File: src/hdl/hoc_pkg.sv
// ----------------------------------------------------------------------------
// hoc_pkg
// Shared types and constants of the hashed occurrence counter: opcodes,
// sequencer states, hash constants and the hash unit control group.
// ----------------------------------------------------------------------------
package hoc_pkg;

	localparam logic OP_CLEAR = 1'b0;
	localparam logic OP_COUNT = 1'b1;

	localparam int  LEN_W   = 3;
	localparam int  SCOPE_W = 16;
	localparam int  COUNT_W = 16;
	localparam int  HASH_W  = 64;

	localparam logic [HASH_W-1:0]  HASH_BASIS = 64'd14695981039346656037;
	// prime 1099511628211 = 2^40 + 435
	localparam logic [8:0]         PRIME_LO    = 9'd435;
	localparam int                 PRIME_SHIFT = 40;
	localparam logic [COUNT_W-1:0] COUNT_MAX   = 16'hFFFF;

	typedef enum logic [2:0] {
		ST_INIT,
		ST_IDLE,
		ST_HASH,
		ST_LOOKUP,
		ST_PROBE,
		ST_CLEAR
	} state_t;

	typedef struct packed {
		logic               init;
		logic               step;
		logic [SCOPE_W-1:0] operand;
	} hash_ctrl_t;

endpackage

File: src/hdl/hoc_hash.sv
// ----------------------------------------------------------------------------
// hoc_hash
// Shared FNV-1a 64 step unit: one xor and one multiply by the prime per
// cycle while step is high, the multiply done as a shift and a narrow product.
// ----------------------------------------------------------------------------
module hoc_hash (
	input  logic                        clk,
	input  hoc_pkg::hash_ctrl_t         ctrl,
	output logic [hoc_pkg::HASH_W-1:0]  hash
);
	import hoc_pkg::*;

	logic [HASH_W-1:0] h_q;
	logic [HASH_W-1:0] mixed;
	logic [HASH_W-1:0] product;

	assign mixed   = h_q ^ HASH_W'(ctrl.operand);
	assign product = HASH_W'(mixed * PRIME_LO) + (mixed << PRIME_SHIFT);

	always_ff @(posedge clk) begin
		if (ctrl.init) begin
			h_q <= HASH_BASIS;
		end else if (ctrl.step) begin
			h_q <= product;
		end
	end

	assign hash = h_q;

endmodule

File: config.mk
export PLATFORM = sky130hd
export DESIGN_NAME = hoc_hash
export DESIGN_NICKNAME = d
export VERILOG_FILES = /design/src/hdl/hoc_pkg.sv /design/src/hdl/hoc_hash.sv
export SDC_FILE = /design/constraint.sdc
export NUM_CORES = 1
export LEC_CHECK = 0
export ABC_AREA = 1
export BUFFER_PORTS_ARGS = -buffer_cell sky130_fd_sc_hd__buf_2
export CORE_AREA = 2 2 178 180
export CTS_CLUSTER_SIZE = 24
export DETAILED_ROUTE_END_ITERATION = 8
export DIE_AREA = 0 0 180 182
export PLACE_DENSITY = 0.71
export SYNTH_ARGS = -nofsm -noshare
export SYNTH_HDL_FRONTEND = slang
export SYNTH_SLANG_ARGS = --single-unit
File: constraint.sdc
create_clock -name clk -period 6.1 [get_ports clk]
set_input_delay 0.61 -clock clk [delete_from_list [all_inputs] [get_ports clk]]
set_output_delay 0.61 -clock clk [all_outputs]
set_load 0.03 [all_outputs]
Word level (Yosys, flattened, before mapping)
Index checks and enable logic that the tools add are counted.
{"block": "totals", "register_bits": 64, "elab_cells": 4, "inputBits": 19}
{"block": "op_classes", "n_addsub": 1, "bitwise": 1, "n_mul": 1}
{"cell": "64-bit adder", "n": 1}
{"cell": "64-bit by 9-bit multiplier with 64-bit output (second input constant)", "n": 1}
{"cell": "64-bit by 16-bit bitwise XOR with 64-bit output", "n": 1}

Depth between registers and ports, before layout
Gate-level depths: netlist of the first run.
{"block": "depth", "depth_word": 3, "depth_mapped": 26}

Worst setup path after synthesis of the first run
No wires, ideal clock.
{"block": "synth_timing", "kind": "input-to-reg", "from": "input port ctrl[15] (netlist bit)", "to": "register h_q[62], in the netlist hash[62]", "setup_slack_ps": 1636, "t_arrival_ps": 4349, "path_buffers": 0, "stages": 22, "required_time_ps": 5985, "cell_sequence": "xor2_1 -> ha_1 -> xor2_1 -> ha_1 -> o21bai_1 -> fa_1 -> inv_1 -> fa_1 -> inv_1 -> ha_1 -> ha_1 -> nand2_1 -> nor2_2 -> inv_1 -> nor3_2 -> nand2_1 -> nand3_2 -> nand2_1 -> nand2_1 -> nand2_1 -> nand3_1 -> nand2_1"}
{"block": "synth_via", "elab_chain_cells": 3}
{"item": "start: declaration", "line": "hoc_hash.sv:8", "source": "input hoc_pkg::hash_ctrl_t ctrl,"}
{"item": "64-bit by 16-bit bitwise XOR with 64-bit output (*)", "line": "hoc_hash.sv:17", "source": "assign mixed = h_q ^ HASH_W'(ctrl.operand);"}
{"item": "64-bit by 9-bit multiplier with 64-bit output", "line": "hoc_hash.sv:18", "source": "assign product = HASH_W'(mixed * PRIME_LO) + (mixed << PRIME_SHIFT);"}
{"item": "64-bit adder (*)", "line": "hoc_hash.sv:18"}
{"item": "end signal: assignment", "line": "hoc_hash.sv:24", "source": "h_q <= product;"}
{"item": "end: declaration", "line": "hoc_hash.sv:13", "source": "logic [HASH_W-1:0] h_q;"}
Mark *: on every way between the ends. The rest lies on a longest branch, timed or not.
A chain may end at the register's enable or synchronous reset.

Final worst setup path of the first run
{"block": "layout_timing", "from": "register h_q[2], in the netlist hash[2]", "to": "register h_q[63], in the netlist hash[63]"}
{"block": "layout_via", "elab_chain_cells": 3}
{"item": "64-bit by 16-bit bitwise XOR with 64-bit output (*)", "line": "hoc_hash.sv:17"}
{"item": "64-bit by 9-bit multiplier with 64-bit output", "line": "hoc_hash.sv:18"}
{"item": "64-bit adder (*)", "line": "hoc_hash.sv:18"}
Marks and branches as above.

==> impl_metrics.env, run 1 <==
export IMPL_gp_congestion=1.02
export IMPL_grt_setup_unrepaired="false"
export IMPL_clkTransAtPathRegs_ns=0.07
export IMPL_htree_levels=3
export IMPL_slew_headroom_pct=33.5
export IMPL_clk_path_buf_depth=2
export IMPL_grt_max_degree=49
export IMPL_drt_total_wl_mm=56.8
export IMPL_synth_area_sq_um=16800
export IMPL_syn_instance_count=2457
export IMPL_io_buffers=82
export IMPL_use_met3_pct=5.48
export IMPL_grt_use_met1_pct=45.5
export IMPL_arrival_ns=5.97
export IMPL_antenna_found_initial=1
export IMPL_grt_use_met2_pct=60.8
export IMPL_synth_enable_flop_cells=0
export IMPL_cap_violations=0
export IMPL_viasPerCell=5.13
export IMPL_yosysWarnings=0
export IMPL_dieWidth_um=180
export IMPL_required_ns=6.36
export IMPL_start_util_pct=54.2
export IMPL_fin_nets=2924
export IMPL_core_sq_um=31000
export IMPL_syn2layout_area_growth_pct=5.52
export IMPL_fillers=3142
export IMPL_cts_resized_gates=0
export IMPL_drive_gt1_share_pct=6.89
export IMPL_dp_cells=2896
export IMPL_yosysUniqueCellTypes=42
export IMPL_grt_pass1_wl_mm=88.3
export IMPL_hp_class="register to register"
export IMPL_std_cell_rows=65
export IMPL_dieArea_sq_um=32800
export IMPL_fin_tns_setup_ns=0
export IMPL_multi_input_area_sq_um=12300
export IMPL_largest_register_ffs=64
export IMPL_hold_buffers=0
export IMPL_clock_sinks=64
export IMPL_cts_root_buf="clkbuf_16"
export IMPL_cts_setup_buffers=0
export IMPL_fin_cells=2913
export IMPL_cp_start_kind="register"
export IMPL_path_max_fanout=4
export IMPL_clk_latency_ns=0.36
export IMPL_syn_area_per_cell_sq_um=6.84
export IMPL_critPathKind="register to register"
export IMPL_drcViolationCount=0
export IMPL_finalCritPeriodShare_pct=93.7
export IMPL_end_kind="register"
export IMPL_drtAntennaViolNets=0
export IMPL_outcome="complete, no violations"
export IMPL_setup_viol=0
export IMPL_drt_first_pass_iters=5
export IMPL_fin_skew_ns=0.0149
export IMPL_grt_usage_pct=35.7
export IMPL_hold_viol=0
export IMPL_ff_latch_area_sq_um=1280
export IMPL_synthFlopType="dfxtp_1"
export IMPL_numCtsBuffers=9
export IMPL_top_level_ports=83
export IMPL_grt_overflow_total=0
export IMPL_finalMaxSlewViolations=0
export IMPL_ys_ff_latch=64
export IMPL_grt_pass1_vias=15600
export IMPL_synth_async_reset_ratio_pct=0
export IMPL_fin_crit_ns=5.72
export IMPL_top_usage_layer="met2"
export IMPL_drtIter0Drc=1082
export IMPL_cts_tree="built"
export IMPL_dp_hpwl_mm=50.1
export IMPL_die_height_um=182
export IMPL_num_vias=14900
export IMPL_worst_slew_pin_slew_ns=0.991
export IMPL_synth_fp_nets=2876
export IMPL_ys_seq_area_share_pct=7.62
export IMPL_routedWlPerCell_um=19.5
export IMPL_clock_fmax_mhz=175
## cell usage in the layout, fill, tap and decap left out, drive strengths merged, types with 5 or more instances in the layout
cell | Yosys | routed
inv | 741 | 741
a21o | 5 | 5
nand3b | 7 | 7
a21oi | 79 | 79
nand2 | 568 | 568
fa | 194 | 194
ha | 206 | 206
dfxtp | 64 | 64
buf | 54 | 106
nand3 | 89 | 89
o21bai | 18 | 18
nor2 | 163 | 163
clkbuf | 14 | 9
and2 | 5 | 5
nor3 | 13 | 13
xnor2 | 48 | 48
or2 | 6 | 6
o22ai | 31 | 31
clkinv | 1 | 5
xor2 | 80 | 80
nand4 | 18 | 18
o21ai | 43 | 43
## per-layer routing
metal	share of wire, %	routed length, um
met1	43	24500
met2	47	26400
met3	6.1	3490
met4	4.3	2430
met5	0	0
## kinds of logic after synthesis
logic type                 synth area share [%]
AOI/OAI and AO/OA                          6.09
xor gates and xnor gates                   6.67
buffers and inverters                      19.3
DFF                                        7.62
and+or+nand+nor                            21.8
adders and majority gates                  38.4
## worst max-delay path, cell delays in order (launching register included)
cell      delay [ns]
dfxtp_1         0.34
xnor2_1         0.80
inv_1           0.20
ha_1            0.41
xor2_1          0.22
ha_1            0.22
or2_2           0.31
fa_1            0.43
fa_1            0.47
ha_1            0.29
ha_1            0.37
nand2_1         0.11
nor2_1          0.28
nand3_1         0.12
nand3b_1        0.26
nand2_1         0.10
nand2_1         0.23
nand2_1         0.18
nand2_1         0.11
nand2_1         0.05
nand3_1         0.06
nand2_1         0.05
## path summary, 6_finish.rpt
check             endpoint    start  cells past startpoint  slack, ns
hold reg to reg    hash[5]  hash[5]                      2       0.52
setup reg to reg  hash[63]  hash[2]                     21       0.38
hold / removal     hash[5]  hash[5]                      2       0.52
setup / recovery  hash[63]  hash[2]                     21       0.38
## cell usage after synthesis, types with 36 or more instances
master   instances  share of area [%]
ha_1           206                 15
inv_1          739                 17
fa_1           194                 23
nor2_1         144                3.2
xnor2_1         48                2.5
buf_4           48                2.1
nand2_1        557                 12
a21oi_1         79                2.4
nand3_1         81                2.4
o21ai_0         36                1.1
xor2_1          80                4.2
dfxtp_1         64                7.6
## through the flow
stage | instance area [sq um] | utilization (%) | hold slack [ns] | worst slack [ns]
after detailed placement | 17400 | 56.3 | 0.502 | 0.0716
after CTS | 17700 | 57.2 | 0.516 | 0.437
after global routing | 17700 | 57.2 | 0.553 | 0.177
after global placement | 17400 | 56.3 | 0.504 | 0.0802
final | 17700 | 57.2 | 0.524 | 0.384
after floorplan | 16800 | - | 0.486 | 1.64
## final cells by class
| type | count | share of cell area (%) |
|---|---|---|
| flip-flops and latches | 64 | 7.22 |
| diodes | 1 | 0.0141 |
| inverters | 742 | 15.7 |
| multi-input cells | 1582 | 69.2 |
| well taps | 402 | 2.84 |
| clock buffers | 9 | 1.27 |
| repair buffers | 106 | 3.33 |
| clock inverters | 7 | 0.409 |
Power of run 1 is left out: the tool's default activity adds up to more than one toggle a clock period on the data nets, which glitch-free logic cannot reach.
==> inputs of run 2 (changes only) <==
--- a/config.mk
+++ b/config.mk
@@ -12,6 +12,7 @@
 export DETAILED_ROUTE_END_ITERATION = 8
 export DIE_AREA = 0 0 180 182
 export PLACE_DENSITY = 0.71
+export REMOVE_ABC_BUFFERS = 1
 export SYNTH_ARGS = -nofsm -noshare
 export SYNTH_HDL_FRONTEND = slang
 export SYNTH_SLANG_ARGS = --single-unit
==> impl_metrics.env, run 2 (synthesized netlist as in run 1, its figures left out) <==
export IMPL_outcome="complete, no violations"
export IMPL_hp_class="register to register"
export IMPL_slew_headroom_pct=26.2
export IMPL_critPathKind="input port to register"
export IMPL_drt_first_pass_iters=8
export IMPL_grt_usage_pct=34.1
export IMPL_hold_depth=2
export IMPL_hold_viol=0
export IMPL_top_level_ports=83
export IMPL_grt_setup_unrepaired="false"
export IMPL_clock_sinks=64
export IMPL_final_cell_mix="inv_1, nand2_1, ha_1"
export IMPL_cts_resized_gates=0
export IMPL_dieWidth_um=180
export IMPL_grt_max_degree=74
export IMPL_fillers=3115
export IMPL_io_buffers=82
export IMPL_cts_tree="built"
export IMPL_rr_startpoint="hash[2]"
export IMPL_clk_latency_ns=0.35
export IMPL_largest_register_ffs=64
export IMPL_hold_path_startpoint="hash[2]"
export IMPL_fin_nets=2920
export IMPL_cp_start_kind="input port"
export IMPL_numCtsBuffers=9
export IMPL_reg2reg_depth=21
export IMPL_final_common_cell="inv_1"
export IMPL_holdPathEnd="hash[2]"
export IMPL_dieArea_sq_um=32800
export IMPL_cap_violations=0
export IMPL_grt_overflow_total=0
export IMPL_dp_hpwl_mm=47.6
export IMPL_routedWlPerCell_um=18.7
export IMPL_path_max_fanout=4
export IMPL_std_cell_rows=65
export IMPL_grt_pass1_wl_mm=85.2
export IMPL_viasPerCell=5.10
export IMPL_worst_slew_pin_slew_ns=1.10
export IMPL_grt_pass1_vias=15200
export IMPL_hold_buffers=0
export IMPL_fin_crit_ns=5.70
export IMPL_fin_skew_ns=0.0133
export IMPL_core_sq_um=31000
export IMPL_clock_fmax_mhz=175
export IMPL_finalMaxSlewViolations=0
export IMPL_antenna_found_initial=0
export IMPL_reg2reg_setup_slack_ns=0.41
export IMPL_reg2reg_to="hash[63]"
export IMPL_htree_levels=3
export IMPL_gp_congestion=1.00
export IMPL_syn2layout_area_growth_pct=5.15
export IMPL_drt_total_wl_mm=54.3
export IMPL_arrival_ns=5.94
export IMPL_end_kind="register"
export IMPL_antenna_cells=0
export IMPL_required_ns=6.34
export IMPL_start_util_pct=54.2
export IMPL_die_height_um=182
export IMPL_drtAntennaViolNets=0
export IMPL_setup_viol=0
export IMPL_drcViolationCount=0
export IMPL_fin_tns_setup_ns=0
export IMPL_drtIter0Drc=1092
export IMPL_clk_path_buf_depth=2
export IMPL_cts_root_buf="clkbuf_16"
export IMPL_num_vias=14800
export IMPL_drive_gt1_share_pct=6.62
export IMPL_clkTransAtPathRegs_ns=0.06
export IMPL_cts_setup_buffers=0
export IMPL_finalCritPeriodShare_pct=93.5
run 2: worst max path at each step:
| stage | depth (start not counted) | from | slack [ns] | endpoint |
|---|---|---|---|---|
| 6_report | 22 | ctrl[2] | 0.40 | hash[63] |
| 5_1_grt | 22 | hash[2] | 0.24 | hash[60] |
| 4_1_cts | 22 | ctrl[2] | 0.52 | hash[63] |
| 2_1_floorplan | 22 | ctrl[15] | 1.64 | hash[62] |
| 3_5_place_dp | 22 | ctrl[2] | 0.16 | hash[63] |
| 3_3_place_gp | 22 | ctrl[2] | 0.18 | hash[63] |
run 2: through the flow:
stage,instance area [sq um],std cells,utilization (%),hold WS [ns],setup slack [ns]
final,17700,2908,57.0,0.520,0.399
after global routing,17700,2908,57.0,0.538,0.236
after CTS,17700,2908,57.0,0.521,0.525
after detailed placement,17400,2892,56.2,0.509,0.158
after global placement,17400,2892,56.2,0.487,0.176
after floorplan,16300,2388,-,0.619,1.64
run 2: metal layers:
metal	track usage [%]	up-vias	part of all wire [%]
met3	3.71	94	5.6
li1	-	7278	-
met4	10.9	0	3.5
met1	45.0	6994	44
met5	0	-	0
met2	58.6	456	47
run 2: final cells by class:
| cell class | instances | area (sq um) | share of cell area, % |
|---|---|---|---|
| multi-input combinational | 1582 | 12300 | 69.5 |
| inverter | 742 | 2790 | 15.8 |
| sequential | 64 | 1280 | 7.25 |
| timing repair buffer | 102 | 561 | 3.17 |
| tap | 402 | 503 | 2.85 |
| clock buffer | 13 | 250 | 1.42 |
| clock inverter | 3 | 17.5 | 0.0991 |
run 2: critical path: stages:
cell and delay [ns]:
buf_2 0.10, xnor2_1 0.84, inv_1 0.24, ha_1 0.41, xor2_1 0.19, ha_1 0.21
or2_2 0.31, fa_1 0.43, fa_1 0.48, ha_1 0.29, ha_1 0.36, nand2_1 0.11
nor2_1 0.25, nand3_1 0.14, nand3b_1 0.20, nand2_1 0.08, nand2_1 0.18, nand2_1 0.22
nand2_1 0.13, nand2_1 0.05, nand3_1 0.06, nand2_1 0.06
Power of run 2 is left out for the same reason.
==> inputs of run 3 (changes only) <==
--- a/config.mk
+++ b/config.mk
@@ -7,11 +7,12 @@
 export LEC_CHECK = 0
 export ABC_AREA = 1
 export BUFFER_PORTS_ARGS = -buffer_cell sky130_fd_sc_hd__buf_2
-export CORE_AREA = 2 2 178 180
+export CORE_AREA = 2 2 208 210
 export CTS_CLUSTER_SIZE = 24
 export DETAILED_ROUTE_END_ITERATION = 8
-export DIE_AREA = 0 0 180 182
-export PLACE_DENSITY = 0.71
+export DIE_AREA = 0 0 210 212
+export MAX_ROUTING_LAYER = met4
+export PLACE_DENSITY = 0.55
 export REMOVE_ABC_BUFFERS = 1
 export SYNTH_ARGS = -nofsm -noshare
 export SYNTH_HDL_FRONTEND = slang
==> impl_metrics.env, run 3 (synthesized netlist as in run 1, its figures left out) <==
export IMPL_largest_register_ffs=64
export IMPL_cts_tree="built"
export IMPL_antenna_found_initial=1
export IMPL_fin_cells=3062
export IMPL_final_common_cell="inv_1"
export IMPL_cpLargestDelayFamily="adder cells"
export IMPL_hp_class="register to register"
export IMPL_clock_fmax_mhz=175
export IMPL_top_level_ports=83
export IMPL_die_height_um=212
export IMPL_worst_slew_pin_slew_ns=1.15
export IMPL_drtIter0Drc=920
export IMPL_crit_chain="xnor2_1 -> inv_1 -> ha_1 -> xor2_1 -> ha_1 -> or2_2 -> fa_1 -> fa_1 -> ha_1 -> ha_1 -> nand2_1 -> nor2_1 -> nand2_1 -> nand2_2 -> a21oi_1 -> inv_1 -> nand2_1 -> nand3_1 -> nand2_1 -> nand3_1 -> nand2_1"
export IMPL_hold_viol=0
export IMPL_setup_viol=0
export IMPL_critPathKind="register to register"
export IMPL_outcome="complete, no violations"
export IMPL_hold_buffers=0
export IMPL_fin_skew_ns=0.0149
export IMPL_finalMaxSlewViolations=0
export IMPL_cpMostUsedCell="nand2_1"
export IMPL_fin_nets=2930
export IMPL_slew_headroom_pct=22.7
export IMPL_grt_setup_unrepaired="false"
export IMPL_syn2layout_area_growth_pct=7.00
export IMPL_core_sq_um=42500
export IMPL_clk_latency_ns=0.38
export IMPL_cp_start_kind="register"
export IMPL_htree_levels=3
export IMPL_cap_violations=0
export IMPL_drcViolationCount=0
export IMPL_end_kind="register"
export IMPL_multi_input_area_sq_um=12300
export IMPL_drtAntennaViolNets=0
export IMPL_cts_setup_buffers=0
export IMPL_grt_usage_pct=27.7
export IMPL_clkTransAtPathRegs_ns=0.07
export IMPL_path_max_fanout=6
export IMPL_grt_pass1_vias=15000
export IMPL_dp_cells=3046
export IMPL_dp_hpwl_mm=50.7
export IMPL_grt_pass1_wl_mm=89.0
export IMPL_finalCritPeriodShare_pct=93.5
export IMPL_grt_max_degree=73
export IMPL_fin_crit_ns=5.71
export IMPL_grt_overflow_total=0
export IMPL_dieArea_sq_um=44500
export IMPL_numCtsBuffers=9
export IMPL_cts_resized_gates=0
export IMPL_critPathBufInv=2
export IMPL_num_vias=14500
export IMPL_drt_first_pass_iters=5
export IMPL_required_ns=6.36
export IMPL_fillers=4639
export IMPL_gp_congestion=0.972
export IMPL_fin_tns_setup_ns=0
export IMPL_slowest_stage="xnor2_1"
export IMPL_cts_root_buf="clkbuf_16"
export IMPL_drive_gt1_share_pct=7.04
export IMPL_ff_latch_area_sq_um=1280
export IMPL_final_cell_mix="inv_1, nand2_1, ha_1"
export IMPL_clk_path_buf_depth=2
export IMPL_std_cell_rows=76
export IMPL_routedWlPerCell_um=18.8
export IMPL_start_util_pct=39.5
export IMPL_viasPerCell=4.74
export IMPL_fin_hold_ws_ns=0.497
export IMPL_drt_total_wl_mm=57.5
export IMPL_io_buffers=82
export IMPL_critical_path_max_stage_delay_ns=0.91
export IMPL_dieWidth_um=210
export IMPL_arrival_ns=5.96
export IMPL_clock_sinks=64
[run 3: worst paths after layout]
| path | startpoint | to | slack, ns | cells after the start |
|---|---|---|---|---|
| max reg2reg | hash[2] | hash[49] | 0.39 | 21 |
| min reg2reg | hash[5] | hash[5] | 0.50 | 2 |
| max | hash[2] | hash[49] | 0.39 | 21 |
| min | hash[5] | hash[5] | 0.50 | 2 |
[run 3: worst min-delay path, stage by stage (launching register included)]
cell	delay [ns]
dfxtp_1	0.33
nand2_1	0.06
nand3_1	0.05
[run 3: per-layer routing]
metal  global-route usage [%]  vias to the layer above  wire, um
li1                         -                     7301         -
met1                     36.5                     6837     26800
met2                     46.0                      337     26900
met3                     2.97                       51      2410
met4                     6.63                        0      1370
met5                        -                        -         0
[run 3: metrics by stage]
| step | instance area [sq um] | setup slack (ns) | util [%] |
|---|---|---|---|
| floorplan | 16300 | 1.64 | - |
| global placement | 17700 | 0.150 | 41.6 |
| detailed placement | 17700 | 0.188 | 41.6 |
| CTS | 18000 | 0.541 | 42.3 |
| global route | 18000 | 0.264 | 42.3 |
| finish | 18000 | 0.395 | 42.3 |
[run 3: cell type report]
cell class / count / area share [%]
clock buffer: 12 / 1.43
clock inverter: 3 / 0.362
sequential: 64 / 7.12
multi-input combinational: 1582 / 68.3
antenna: 1 / 0.0139
tap: 546 / 3.80
inverter: 742 / 15.5
timing repair buffer: 112 / 3.53
Power of run 3 is left out for the same reason.
